`config.mk`:
```
export PLATFORM = sky130hd
export DESIGN_NAME = ir_distance_linearizer
export DESIGN_NICKNAME = d
export VERILOG_FILES = /design/src/idl_pkg.sv /design/src/idl_lane.sv /design/src/idl_merge.sv /design/src/ir_distance_linearizer.sv
export VERILOG_INCLUDE_DIRS = /design/src /design/src/src
export SDC_FILE = /design/constraint.sdc
export NUM_CORES = 1
export LEC_CHECK = 0
export BUFFER_PORTS_ARGS = -buffer_cell sky130_fd_sc_hd__buf_2
export CORE_ASPECT_RATIO = 0.8
export CORE_MARGIN = 3
export CORE_UTILIZATION = 62
export DETAILED_ROUTE_END_ITERATION = 10
export PLACE_DENSITY = 0.81
export REMOVE_ABC_BUFFERS = 1
export SLEW_MARGIN = 20
export SYNTH_ARGS = -nofsm -noshare
export SYNTH_HDL_FRONTEND = slang
export SYNTH_SLANG_ARGS = --single-unit
```
`constraint.sdc`:
```
create_clock -name clock -period 6.7 [get_ports clock]
set_input_delay 0.67 -clock clock [delete_from_list [all_inputs] [get_ports clock]]
set_output_delay 0.67 -clock clock [all_outputs]
set_load 0.02 [all_outputs]
```
`src/ir_distance_linearizer_macros.svh`:
```
// Assertion macros for the IR distance linearizer.
// Used by ir_distance_linearizer.sv; expects signals named clock and reset.
`ifndef IR_DISTANCE_LINEARIZER_MACROS_SVH
`define IR_DISTANCE_LINEARIZER_MACROS_SVH

// same-cycle implication
`define IDL_ASSERT_NOW(lbl, pre, post) \
   lbl: assert property (@(posedge clock) disable iff (reset) (pre) |-> (post)) \
      else $error("idl assertion failed");

// next-cycle implication
`define IDL_ASSERT_NEXT(lbl, pre, post) \
   lbl: assert property (@(posedge clock) disable iff (reset) (pre) |=> (post)) \
      else $error("idl assertion failed");

`endif

```
`src/idl_pkg.sv`:
```
// Shared types, constants and helpers of the IR distance linearizer.
// No dependencies; used by idl_lane, idl_merge and ir_distance_linearizer.
package idl_pkg;

   localparam int SAMPLE_W = 10;
   localparam int GAIN_W   = 20;
   localparam int DIST_W   = 11;
   localparam int STEPS    = GAIN_W;
   localparam int CNT_W    = $clog2(STEPS);

   localparam int ADC_BITS       = 10;
   localparam int AVERAGE_ENABLE = 1;
   localparam logic signed [SAMPLE_W-1:0] FRONT_DIST_OFFSET = 10'sd0;
   localparam logic signed [SAMPLE_W-1:0] SIDE_DIST_OFFSET  = 10'sd0;

   localparam logic [SAMPLE_W-1:0] ADC_MASK =
      (ADC_BITS >= SAMPLE_W) ? {SAMPLE_W{1'b1}} : SAMPLE_W'((1 << ADC_BITS) - 1);

   localparam logic [13:0] BATT_MUL   = 14'd14837;
   localparam int          BATT_SHIFT = 16;

   localparam logic signed [DIST_W-1:0] FRONT_HELD_RESET = 11'sd80;
   localparam logic signed [DIST_W-1:0] SIDE_HELD_RESET  = 11'sd30;

   typedef enum logic [2:0] {
      REG_FRONT_GAIN   = 3'd0,
      REG_FRONT_OFFSET = 3'd1,
      REG_FRONT_MIN    = 3'd2,
      REG_FRONT_MAX    = 3'd3,
      REG_SIDE_GAIN    = 3'd4,
      REG_SIDE_OFFSET  = 3'd5,
      REG_SIDE_MIN     = 3'd6,
      REG_SIDE_MAX     = 3'd7
   } reg_index_type;

   typedef enum logic {
      ST_IDLE = 1'b0,
      ST_BUSY = 1'b1
   } state_type;

   typedef struct packed {
      logic [GAIN_W-1:0]   gain;
      logic [SAMPLE_W-1:0] offs;
      logic [SAMPLE_W-1:0] lo;
      logic [SAMPLE_W-1:0] hi;
   } lane_cfg_type;

   typedef struct packed {
      logic busy;
      logic done;
   } lane_stat_type;

   function automatic logic [SAMPLE_W-1:0] adc_value(input logic [SAMPLE_W-1:0] v);
      return v & ADC_MASK;
   endfunction

endpackage

```
`src/idl_lane.sv`:
```
// One conversion lane: restoring divider (one quotient bit per cycle),
// then distance offset and range clamp. Depends on idl_pkg.
module idl_lane (
   input  logic                                clock,
   input  logic                                reset,
   input  logic                                start,
   input  logic [idl_pkg::SAMPLE_W-1:0]        raw,
   input  idl_pkg::lane_cfg_type               cfg,
   input  logic signed [idl_pkg::SAMPLE_W-1:0] dist_off,
   output idl_pkg::lane_stat_type              stat,
   output logic signed [idl_pkg::DIST_W-1:0]   distance
);

   logic                                busy_ff, busy_in;
   logic                                wrap_ff, wrap_in;
   logic                                done_ff, done_in;
   logic [idl_pkg::CNT_W-1:0]           cnt_ff, cnt_in;
   logic [idl_pkg::DIST_W-1:0]          den_ff, den_in;
   logic                                den_zero_ff, den_zero_in;
   logic [idl_pkg::GAIN_W-1:0]          q_ff, q_in;
   logic [idl_pkg::DIST_W-1:0]          rem_ff, rem_in;
   logic signed [idl_pkg::DIST_W-1:0]   dist_ff, dist_in;

   logic [idl_pkg::DIST_W-1:0]          den;
   logic [idl_pkg::DIST_W+1:0]          trial;
   logic signed [idl_pkg::GAIN_W+1:0]   d;
   logic signed [idl_pkg::DIST_W-1:0]   above;
   logic signed [idl_pkg::DIST_W-1:0]   below;

   assign den   = {1'b0, raw} + {1'b0, cfg.offs};
   assign trial = {1'b0, rem_ff, q_ff[idl_pkg::GAIN_W-1]} - {2'b00, den_ff};

   assign d = $signed({2'b00, q_ff}) - (idl_pkg::GAIN_W+2)'(dist_off);
   assign above = (cfg.hi == {idl_pkg::SAMPLE_W{1'b1}}) ?
                  $signed({1'b0, cfg.hi}) :
                  $signed({1'b0, cfg.hi}) + 11'sd1;
   assign below = $signed({1'b0, cfg.lo}) - 11'sd1;

   always_comb begin
      busy_in     = busy_ff;
      wrap_in     = 1'b0;
      done_in     = done_ff;
      cnt_in      = cnt_ff;
      den_in      = den_ff;
      den_zero_in = den_zero_ff;
      q_in        = q_ff;
      rem_in      = rem_ff;
      dist_in     = dist_ff;
      if (start) begin
         busy_in     = 1'b1;
         done_in     = 1'b0;
         cnt_in      = '0;
         den_in      = den;
         den_zero_in = (den == '0);
         q_in        = cfg.gain;
         rem_in      = '0;
      end else if (busy_ff) begin
         if (!trial[idl_pkg::DIST_W+1]) begin
            rem_in = trial[idl_pkg::DIST_W-1:0];
            q_in   = {q_ff[idl_pkg::GAIN_W-2:0], 1'b1};
         end else begin
            rem_in = {rem_ff[idl_pkg::DIST_W-2:0], q_ff[idl_pkg::GAIN_W-1]};
            q_in   = {q_ff[idl_pkg::GAIN_W-2:0], 1'b0};
         end
         cnt_in = cnt_ff + 1'b1;
         if (cnt_ff == idl_pkg::CNT_W'(idl_pkg::STEPS - 1)) begin
            busy_in = 1'b0;
            wrap_in = 1'b1;
         end
      end else if (wrap_ff) begin
         done_in = 1'b1;
         if (den_zero_ff) begin
            dist_in = above;
         end else if (d > $signed({12'd0, cfg.hi})) begin
            dist_in = above;
         end else if (d < $signed({12'd0, cfg.lo})) begin
            dist_in = below;
         end else begin
            dist_in = d[idl_pkg::DIST_W-1:0];
         end
      end
   end

   always_ff @(posedge clock) begin
      if (reset) begin
         busy_ff <= 1'b0;
         wrap_ff <= 1'b0;
         done_ff <= 1'b0;
         cnt_ff  <= '0;
      end else begin
         busy_ff <= busy_in;
         wrap_ff <= wrap_in;
         done_ff <= done_in;
         cnt_ff  <= cnt_in;
      end
   end

   always_ff @(posedge clock) begin
      den_ff      <= den_in;
      den_zero_ff <= den_zero_in;
      q_ff        <= q_in;
      rem_ff      <= rem_in;
      dist_ff     <= dist_in;
   end

   assign stat.busy = busy_ff | wrap_ff;
   assign stat.done = done_ff;
   assign distance  = dist_ff;

endmodule

```
`src/idl_merge.sv`:
```
// Merge stage: smooths the three lane distances into the held state,
// forms the side difference and battery tenths, holds the output word.
// Depends on idl_pkg.
module idl_merge (
   input  logic                               clock,
   input  logic                               reset,
   input  logic                               load,
   input  logic signed [idl_pkg::DIST_W-1:0]  front_fresh,
   input  logic signed [idl_pkg::DIST_W-1:0]  right_fresh,
   input  logic signed [idl_pkg::DIST_W-1:0]  left_fresh,
   input  logic [idl_pkg::SAMPLE_W-1:0]       battery_raw,
   output logic                               slot_free,
   output logic                               rsp_valid,
   input  logic                               rsp_stall,
   output logic signed [idl_pkg::DIST_W-1:0]  rsp_front_distance,
   output logic signed [idl_pkg::DIST_W-1:0]  rsp_right_distance,
   output logic signed [idl_pkg::DIST_W-1:0]  rsp_left_distance,
   output logic signed [idl_pkg::DIST_W-1:0]  rsp_front_previous,
   output logic signed [idl_pkg::DIST_W-1:0]  rsp_right_previous,
   output logic signed [idl_pkg::DIST_W-1:0]  rsp_left_previous,
   output logic [idl_pkg::DIST_W-1:0]         rsp_side_difference,
   output logic [7:0]                         rsp_battery_tenths
);

   function automatic logic signed [idl_pkg::DIST_W-1:0] smooth(
      input logic signed [idl_pkg::DIST_W-1:0] held,
      input logic signed [idl_pkg::DIST_W-1:0] fresh);
      logic signed [idl_pkg::DIST_W:0] sum;
      logic signed [idl_pkg::DIST_W:0] adj;
      sum = (idl_pkg::DIST_W+1)'(held) + (idl_pkg::DIST_W+1)'(fresh);
      // truncate toward zero
      adj = sum + {{idl_pkg::DIST_W{1'b0}}, sum[idl_pkg::DIST_W]};
      if (idl_pkg::AVERAGE_ENABLE != 0) begin
         return adj[idl_pkg::DIST_W:1];
      end
      return fresh;
   endfunction

   logic                               valid_ff, valid_in;
   logic signed [idl_pkg::DIST_W-1:0]  front_held_ff, front_held_in;
   logic signed [idl_pkg::DIST_W-1:0]  right_held_ff, right_held_in;
   logic signed [idl_pkg::DIST_W-1:0]  left_held_ff, left_held_in;
   logic signed [idl_pkg::DIST_W-1:0]  front_prev_ff, right_prev_ff, left_prev_ff;
   logic [idl_pkg::DIST_W-1:0]         diff_ff, diff_in;
   logic [7:0]                         batt_ff, batt_in;

   logic signed [idl_pkg::DIST_W:0]    rl;
   logic [idl_pkg::SAMPLE_W+13:0]      batt_prod;

   assign slot_free = !valid_ff || !rsp_stall;

   assign front_held_in = smooth(front_held_ff, front_fresh);
   assign right_held_in = smooth(right_held_ff, right_fresh);
   assign left_held_in  = smooth(left_held_ff, left_fresh);

   assign rl      = (idl_pkg::DIST_W+1)'(right_held_in) - (idl_pkg::DIST_W+1)'(left_held_in);
   assign diff_in = rl[idl_pkg::DIST_W] ? idl_pkg::DIST_W'(-rl) : rl[idl_pkg::DIST_W-1:0];

   assign batt_prod = battery_raw * idl_pkg::BATT_MUL;
   assign batt_in   = batt_prod[idl_pkg::BATT_SHIFT +: 8];

   always_comb begin
      valid_in = valid_ff;
      if (load) begin
         valid_in = 1'b1;
      end else if (!rsp_stall) begin
         valid_in = 1'b0;
      end
   end

   always_ff @(posedge clock) begin
      if (reset) begin
         valid_ff      <= 1'b0;
         front_held_ff <= idl_pkg::FRONT_HELD_RESET;
         right_held_ff <= idl_pkg::SIDE_HELD_RESET;
         left_held_ff  <= idl_pkg::SIDE_HELD_RESET;
      end else begin
         valid_ff <= valid_in;
         if (load) begin
            front_held_ff <= front_held_in;
            right_held_ff <= right_held_in;
            left_held_ff  <= left_held_in;
         end
      end
   end

   always_ff @(posedge clock) begin
      if (load) begin
         front_prev_ff <= front_held_ff;
         right_prev_ff <= right_held_ff;
         left_prev_ff  <= left_held_ff;
         diff_ff       <= diff_in;
         batt_ff       <= batt_in;
      end
   end

   assign rsp_valid           = valid_ff;
   assign rsp_front_distance  = front_held_ff;
   assign rsp_right_distance  = right_held_ff;
   assign rsp_left_distance   = left_held_ff;
   assign rsp_front_previous  = front_prev_ff;
   assign rsp_right_previous  = right_prev_ff;
   assign rsp_left_previous   = left_prev_ff;
   assign rsp_side_difference = diff_ff;
   assign rsp_battery_tenths  = batt_ff;

endmodule

```
`src/ir_distance_linearizer.sv`:
```
// Top level: config registers, control FSM, three conversion lanes, merge stage.
// Depends on idl_pkg, idl_lane, idl_merge and ir_distance_linearizer_macros.svh.
//
//   port group   direction   handshake           word
//   req_*        in          req_valid/req_stall three IR samples, battery sample
//   rsp_*        out         rsp_valid/rsp_stall distances, previous, diff, battery
//   csr_*        in          csr_wr_en           register index, 20-bit data
//
// Each word passes through the 20-step restoring divider in each lane, then the
// merge stage; no new word is taken until the previous one is loaded there.
// Synchronous reset loads the register reset values and held distances 80/30/30.
// A stalled result sits in the output register while the next word is taken.
`include "ir_distance_linearizer_macros.svh"

module ir_distance_linearizer (
   input  logic                               clock,
   input  logic                               reset,
   input  logic                               req_valid,
   output logic                               req_stall,
   input  logic [idl_pkg::SAMPLE_W-1:0]       req_front_sample,
   input  logic [idl_pkg::SAMPLE_W-1:0]       req_right_sample,
   input  logic [idl_pkg::SAMPLE_W-1:0]       req_left_sample,
   input  logic [idl_pkg::SAMPLE_W-1:0]       req_battery_sample,
   output logic                               rsp_valid,
   input  logic                               rsp_stall,
   output logic signed [idl_pkg::DIST_W-1:0]  rsp_front_distance,
   output logic signed [idl_pkg::DIST_W-1:0]  rsp_right_distance,
   output logic signed [idl_pkg::DIST_W-1:0]  rsp_left_distance,
   output logic signed [idl_pkg::DIST_W-1:0]  rsp_front_previous,
   output logic signed [idl_pkg::DIST_W-1:0]  rsp_right_previous,
   output logic signed [idl_pkg::DIST_W-1:0]  rsp_left_previous,
   output logic [idl_pkg::DIST_W-1:0]         rsp_side_difference,
   output logic [7:0]                         rsp_battery_tenths,
   input  logic                               csr_wr_en,
   input  logic [2:0]                         csr_index,
   input  logic [idl_pkg::GAIN_W-1:0]         csr_data
);

   idl_pkg::state_type                 state_ff, state_in;
   idl_pkg::lane_cfg_type              front_cfg_ff, side_cfg_ff;
   logic [idl_pkg::SAMPLE_W-1:0]       batt_raw_ff;

   idl_pkg::lane_stat_type             front_stat, right_stat, left_stat;
   logic signed [idl_pkg::DIST_W-1:0]  front_dist, right_dist, left_dist;
   logic                               accept;
   logic                               all_done;
   logic                               slot_free;
   logic                               load;

   assign req_stall = (state_ff != idl_pkg::ST_IDLE);
   assign accept    = req_valid && !req_stall;
   assign all_done  = front_stat.done && right_stat.done && left_stat.done;

   always_comb begin
      state_in = state_ff;
      load     = 1'b0;
      case (state_ff)
         idl_pkg::ST_IDLE: begin
            if (accept) begin
               state_in = idl_pkg::ST_BUSY;
            end
         end
         idl_pkg::ST_BUSY: begin
            if (all_done && slot_free) begin
               load     = 1'b1;
               state_in = idl_pkg::ST_IDLE;
            end
         end
         default: begin
            state_in = idl_pkg::ST_IDLE;
         end
      endcase
   end

   always_ff @(posedge clock) begin
      if (reset) begin
         state_ff <= idl_pkg::ST_IDLE;
      end else begin
         state_ff <= state_in;
      end
   end

   always_ff @(posedge clock) begin
      if (reset) begin
         front_cfg_ff <= '{gain: '0, offs: '0, lo: '0, hi: 10'd1022};
         side_cfg_ff  <= '{gain: '0, offs: '0, lo: '0, hi: 10'd1022};
      end else if (csr_wr_en) begin
         case (idl_pkg::reg_index_type'(csr_index))
            idl_pkg::REG_FRONT_GAIN:   front_cfg_ff.gain <= csr_data;
            idl_pkg::REG_FRONT_OFFSET: front_cfg_ff.offs <= csr_data[idl_pkg::SAMPLE_W-1:0];
            idl_pkg::REG_FRONT_MIN:    front_cfg_ff.lo   <= csr_data[idl_pkg::SAMPLE_W-1:0];
            idl_pkg::REG_FRONT_MAX:    front_cfg_ff.hi   <= csr_data[idl_pkg::SAMPLE_W-1:0];
            idl_pkg::REG_SIDE_GAIN:    side_cfg_ff.gain  <= csr_data;
            idl_pkg::REG_SIDE_OFFSET:  side_cfg_ff.offs  <= csr_data[idl_pkg::SAMPLE_W-1:0];
            idl_pkg::REG_SIDE_MIN:     side_cfg_ff.lo    <= csr_data[idl_pkg::SAMPLE_W-1:0];
            idl_pkg::REG_SIDE_MAX:     side_cfg_ff.hi    <= csr_data[idl_pkg::SAMPLE_W-1:0];
            default: begin
            end
         endcase
      end
   end

   always_ff @(posedge clock) begin
      if (accept) begin
         batt_raw_ff <= idl_pkg::adc_value(req_battery_sample);
      end
   end

   idl_lane u_front_lane (
      .clock    (clock),
      .reset    (reset),
      .start    (accept),
      .raw      (idl_pkg::adc_value(req_front_sample)),
      .cfg      (front_cfg_ff),
      .dist_off (idl_pkg::FRONT_DIST_OFFSET),
      .stat     (front_stat),
      .distance (front_dist)
   );

   idl_lane u_right_lane (
      .clock    (clock),
      .reset    (reset),
      .start    (accept),
      .raw      (idl_pkg::adc_value(req_right_sample)),
      .cfg      (side_cfg_ff),
      .dist_off (idl_pkg::SIDE_DIST_OFFSET),
      .stat     (right_stat),
      .distance (right_dist)
   );

   idl_lane u_left_lane (
      .clock    (clock),
      .reset    (reset),
      .start    (accept),
      .raw      (idl_pkg::adc_value(req_left_sample)),
      .cfg      (side_cfg_ff),
      .dist_off (idl_pkg::SIDE_DIST_OFFSET),
      .stat     (left_stat),
      .distance (left_dist)
   );

   idl_merge u_merge (
      .clock               (clock),
      .reset               (reset),
      .load                (load),
      .front_fresh         (front_dist),
      .right_fresh         (right_dist),
      .left_fresh          (left_dist),
      .battery_raw         (batt_raw_ff),
      .slot_free           (slot_free),
      .rsp_valid           (rsp_valid),
      .rsp_stall           (rsp_stall),
      .rsp_front_distance  (rsp_front_distance),
      .rsp_right_distance  (rsp_right_distance),
      .rsp_left_distance   (rsp_left_distance),
      .rsp_front_previous  (rsp_front_previous),
      .rsp_right_previous  (rsp_right_previous),
      .rsp_left_previous   (rsp_left_previous),
      .rsp_side_difference (rsp_side_difference),
      .rsp_battery_tenths  (rsp_battery_tenths)
   );

   // lanes start together and must stay in lockstep
   `IDL_ASSERT_NOW(a_lanes_lockstep,
      front_stat.busy || right_stat.busy || left_stat.busy,
      front_stat.busy && right_stat.busy && left_stat.busy)
   `IDL_ASSERT_NEXT(a_accept_clears_done, accept, !front_stat.done && front_stat.busy)
   `IDL_ASSERT_NOW(a_load_after_lanes, load, all_done && !front_stat.busy)
   `IDL_ASSERT_NEXT(a_load_shows_word, load, rsp_valid)
   `IDL_ASSERT_NOW(a_lane_busy_not_idle, front_stat.busy, state_ff == idl_pkg::ST_BUSY)

endmodule
```
==> impl_metrics.toml <==
[die]
boundaryPins = 155
chipWidth_um = 225.8
die_y_um = 181.8
starting_density_pct = 63.70
placement_rows = 63
core_um2 = 37600
die-area_um2 = 41040

[timing]
relSlewSlack_pct = 34.16
worst-slew-pin-transition_ns = 0.9840
slew_violations = 0
timing.final.hold_violations = 0
clock_skew_ns = 0.03108
finalSetupViolCount = 0
timing.hold.ws_ns = 0.3019
timing.fmax_mhz = 192.2
grt_setup_unrepaired = "false"
totalNegativeSetupSlack_ns = 0
period_minus_slack_ns = 5.204
min_period_over_period_pct = 77.67

[critical_path]
number_of_buffers_and_inverters_on_the_critical_path = 1
cp_cell_sequence = "ha_1 > inv_1 > fa_1 > nand2b_1 > a211oi_2 > a21o_1 > nand4_1 > nor2b_1 > nand3_1 > or4b_2 > xnor2_1 > ha_1 > a2111oi_0 > o2111ai_1 > a222oi_1 > xor2_1"
end_kind = "register"
regToRegStartpoint = "u_merge.rsp_left_distance[0]$_SDFFE_PP0P_"
arr_time_crit_path_ns = 5.50
critical_path_peak_fanout = 4
worst_setup_path_startpoint = "u_merge.rsp_left_distance[0]$_SDFFE_PP0P_"
critPathRequiredTime_ns = 6.99
worst_path_dominant_cell_family = "compound AO/OA/AOI/OAI gates"
startpoint_class = "register"
crit_path_top_delay_cell = "sky130_fd_sc_hd__or4b_2"
slowest_delay_ns = 0.67
path_common_cell = "sky130_fd_sc_hd__ha_1"
setup.worst_path.class = "reg -> reg"

[synth]
mean_syn_cell_area_um2 = 9.430
post-synth-top-area-cell = "sky130_fd_sc_hd__edfxtp_1"
yosys-mux-area-fraction_pct = 2.936
yosys.cell_count.top_type = "sky130_fd_sc_hd__nand2_1"
simple_gate_share_of_the_synthesized_area_pct = 16.98
netlist_cell_types = 80
synthesized_area_fraction_occupied_by_ao_oa_aoi_and_oai_cells_pct = 12.78
post_synth_most_frequent_cells = "sky130_fd_sc_hd__nand2_1 (460), sky130_fd_sc_hd__ha_1 (244), sky130_fd_sc_hd__inv_1 (215)"
synth_top_area_share_pct = 23.95
postSynthRegisterBits = 383
synthAdderAreaFrac_pct = 17.34
synth-seq-area-share_pct = 39.99
netlist_top_cells_area = "sky130_fd_sc_hd__edfxtp_1 (24%), sky130_fd_sc_hd__dfxtp_1 (16%), sky130_fd_sc_hd__ha_1 (13%), sky130_fd_sc_hd__nand2_1 (7.2%), sky130_fd_sc_hd__fa_1 (4.6%)"
parity_gate_share_of_the_synthesized_area_counting_xor_and_xnor_cells_pct = 5.151
synth_warnings = 0
synth-edff-count = 191
synth-async-reset-ratio_pct = 0
dominantRegCellSynth = "sky130_fd_sc_hd__dfxtp_1"
syn-instance-count = 2540
synthesis.area_um2 = 23950
main_combinational_cell_family_by_area_after_synthesis = "adder cells"

[job]
maxCapViolations = 0

[global_route]
gr-total-overflow = 0
grt_start_max_net_pins = 76
vias_in_the_first_global_route = 18950
number_of_antenna_violations_at_the_first_check_in_global_routing = 1
grtUsageTotal_pct = 28.99
first_pass_grt_wire_length_mm = 96.50

[route]
detail_route.wl_per_cell_um = 18.76
via_per_inst = 5.971
drt_first_iter_violations = 1501
route.detailed.drc = 0
routed_wirelength_mm = 59.73
vias = 19010
detail_route.first_pass.iterations = 8
number_of_nets_with_antenna_violations_after_routing = 0

[final_layout]
finalNetCount = 3030
layout.filler_cells = 2807
area_growth_syn_to_layout_pct = 10.42
fin_area_um2 = 26450
layout-drive-gt1-share_pct = 10.20

[clock_network]
cts.clk_slew.worst_paths_ns = 0.07
post_cts_buffers = 0
ctsHoldBuffers = 0
clock-root-buffer = "sky130_fd_sc_hd__clkbuf_16"
cts_buffer_depth = 3
htree_num_levels = 2
insertion_delay_ns = 0.56
cts_buffers = 40
tritoncts = "built"
clock_sinks = 383
number_of_gates_given_a_new_drive_strength_after_cts = 0

[pwr]
cellPowerDensity_nw_per_um2 = 236.6
design_power_total_mw = 6.256
maximum_ir_drop_on_the_vdd_rail_mv = 0.1957
net-switching-power_mw = 1.846
power_report.internal_total_mw = 4.411
power_leakage_nw = 11.69
p_clk_share_pct = 35.1
seq_power_share_pct = 42.9
switching_share_of_power_pct = 29.50
comb_power_share_pct = 22.0

[place]
buffer_ports.inserted = 154
post_dp_cell_area_um2 = 25140
place.gp.congestion = 0.9437
post-dp-hpwl_mm = 44.31

[min_path]
timing.hold.worst.class = "in -> reg"
hp-start = "req_battery_sample[0]"

[status]
outcome = "complete, no violations"
==> state kept, by name (all words and copies together), names as in the netlist, 20 cells and up <==
name,cells
u_front_lane.q_ff,20
front_cfg_ff,50
u_left_lane.q_ff,20
side_cfg_ff,50
u_right_lane.q_ff,20
==> per-layer routing <==
layer	vias up	track usage, %	wire length, um
li1	9093	-	-
met1	9084	39.51	26050
met2	714	47.96	27510
met3	120	4.671	4475
met4	0	8.359	1695
met5	-	0	0
==> layout by cell type (no fill, tap or decap), types with 68 or more instances in the layout <==
cell type,netlist,layout
sky130_fd_sc_hd__inv_1,215,214
sky130_fd_sc_hd__buf_2,3,153
sky130_fd_sc_hd__nor2_1,130,130
sky130_fd_sc_hd__edfxtp_1,191,191
sky130_fd_sc_hd__nand2_1,460,460
sky130_fd_sc_hd__mux2i_1,68,68
sky130_fd_sc_hd__a21oi_1,168,168
sky130_fd_sc_hd__ha_1,244,244
sky130_fd_sc_hd__xnor2_1,96,96
sky130_fd_sc_hd__dfxtp_1,192,192
==> kinds of logic after synthesis <==
logic type,count (synthesis)
AO/OA/AOI/OAI,457
adder cells (fa/ha/maj),299
multiplexers,70
flip-flops,383
XOR/XNOR,140
buffers and inverters,303
AND/OR/NAND/NOR,888
==> worst reg2reg max path, stage by stage (launching register included) <==
cell                        delay [ns]
sky130_fd_sc_hd__dfxtp_1          0.44
sky130_fd_sc_hd__ha_1             0.25
sky130_fd_sc_hd__inv_1            0.07
sky130_fd_sc_hd__fa_1             0.45
sky130_fd_sc_hd__nand2b_1         0.24
sky130_fd_sc_hd__a211oi_2         0.28
sky130_fd_sc_hd__a21o_1           0.19
sky130_fd_sc_hd__nand4_1          0.12
sky130_fd_sc_hd__nor2b_1          0.30
sky130_fd_sc_hd__nand3_1          0.18
sky130_fd_sc_hd__or4b_2           0.67
sky130_fd_sc_hd__xnor2_1          0.24
sky130_fd_sc_hd__ha_1             0.34
sky130_fd_sc_hd__a2111oi_0        0.57
sky130_fd_sc_hd__o2111ai_1        0.17
sky130_fd_sc_hd__a222oi_1         0.33
sky130_fd_sc_hd__xor2_1           0.11
==> through the flow <==
step                cells  util (%)  setup WS (ns)
floorplan            2453         -         0.8574
global placement     3108     66.83          1.644
detailed placement   3108     66.86          1.519
CTS                  3182     70.31          1.518
global route         3184     70.34          1.048
finish               3184     70.34          1.496
==> power groups by stage <==
| stage | clock, mW | combinational (mW) | sequential [mW] |
|---|---|---|---|
| after floorplan | 0 | 0.981 | 2.69 |
| after global placement | 0 | 1.25 | 2.73 |
| after detailed placement | 0 | 1.35 | 2.73 |
| after CTS | 2.22 | 1.37 | 2.68 |
| after global routing | 2.32 | 1.57 | 2.69 |
| final | 2.20 | 1.38 | 2.68 |
==> layout make-up <==
class | count | area, um^2 | share of cell area [%]
inverters | 216 | 812.0 | 3.070
diodes | 2 | 5.005 | 0.01892
well taps | 487 | 609.3 | 2.304
clock buffers | 56 | 1134 | 4.286
repair buffers | 168 | 878.3 | 3.321
multi-input cells | 1854 | 13260 | 50.15
clock inverters | 18 | 165.2 | 0.6245
flip-flops and latches | 383 | 9579 | 36.22
==> path summary, 6_finish.rpt <==
kind,end,slack [ns],cells after the start
worst min register to register,side_cfg_ff[45]$_SDFFE_PP0P_,0.46,2
worst max register to register,u_merge.rsp_side_difference[10]$_DFFE_PP_,1.50,16
worst max-delay path,u_merge.rsp_side_difference[10]$_DFFE_PP_,1.50,16
worst min-delay path,batt_raw_ff[0]$_DFFE_PP_,0.30,1
No activity file was read; power rests on OpenSTA's default activity.
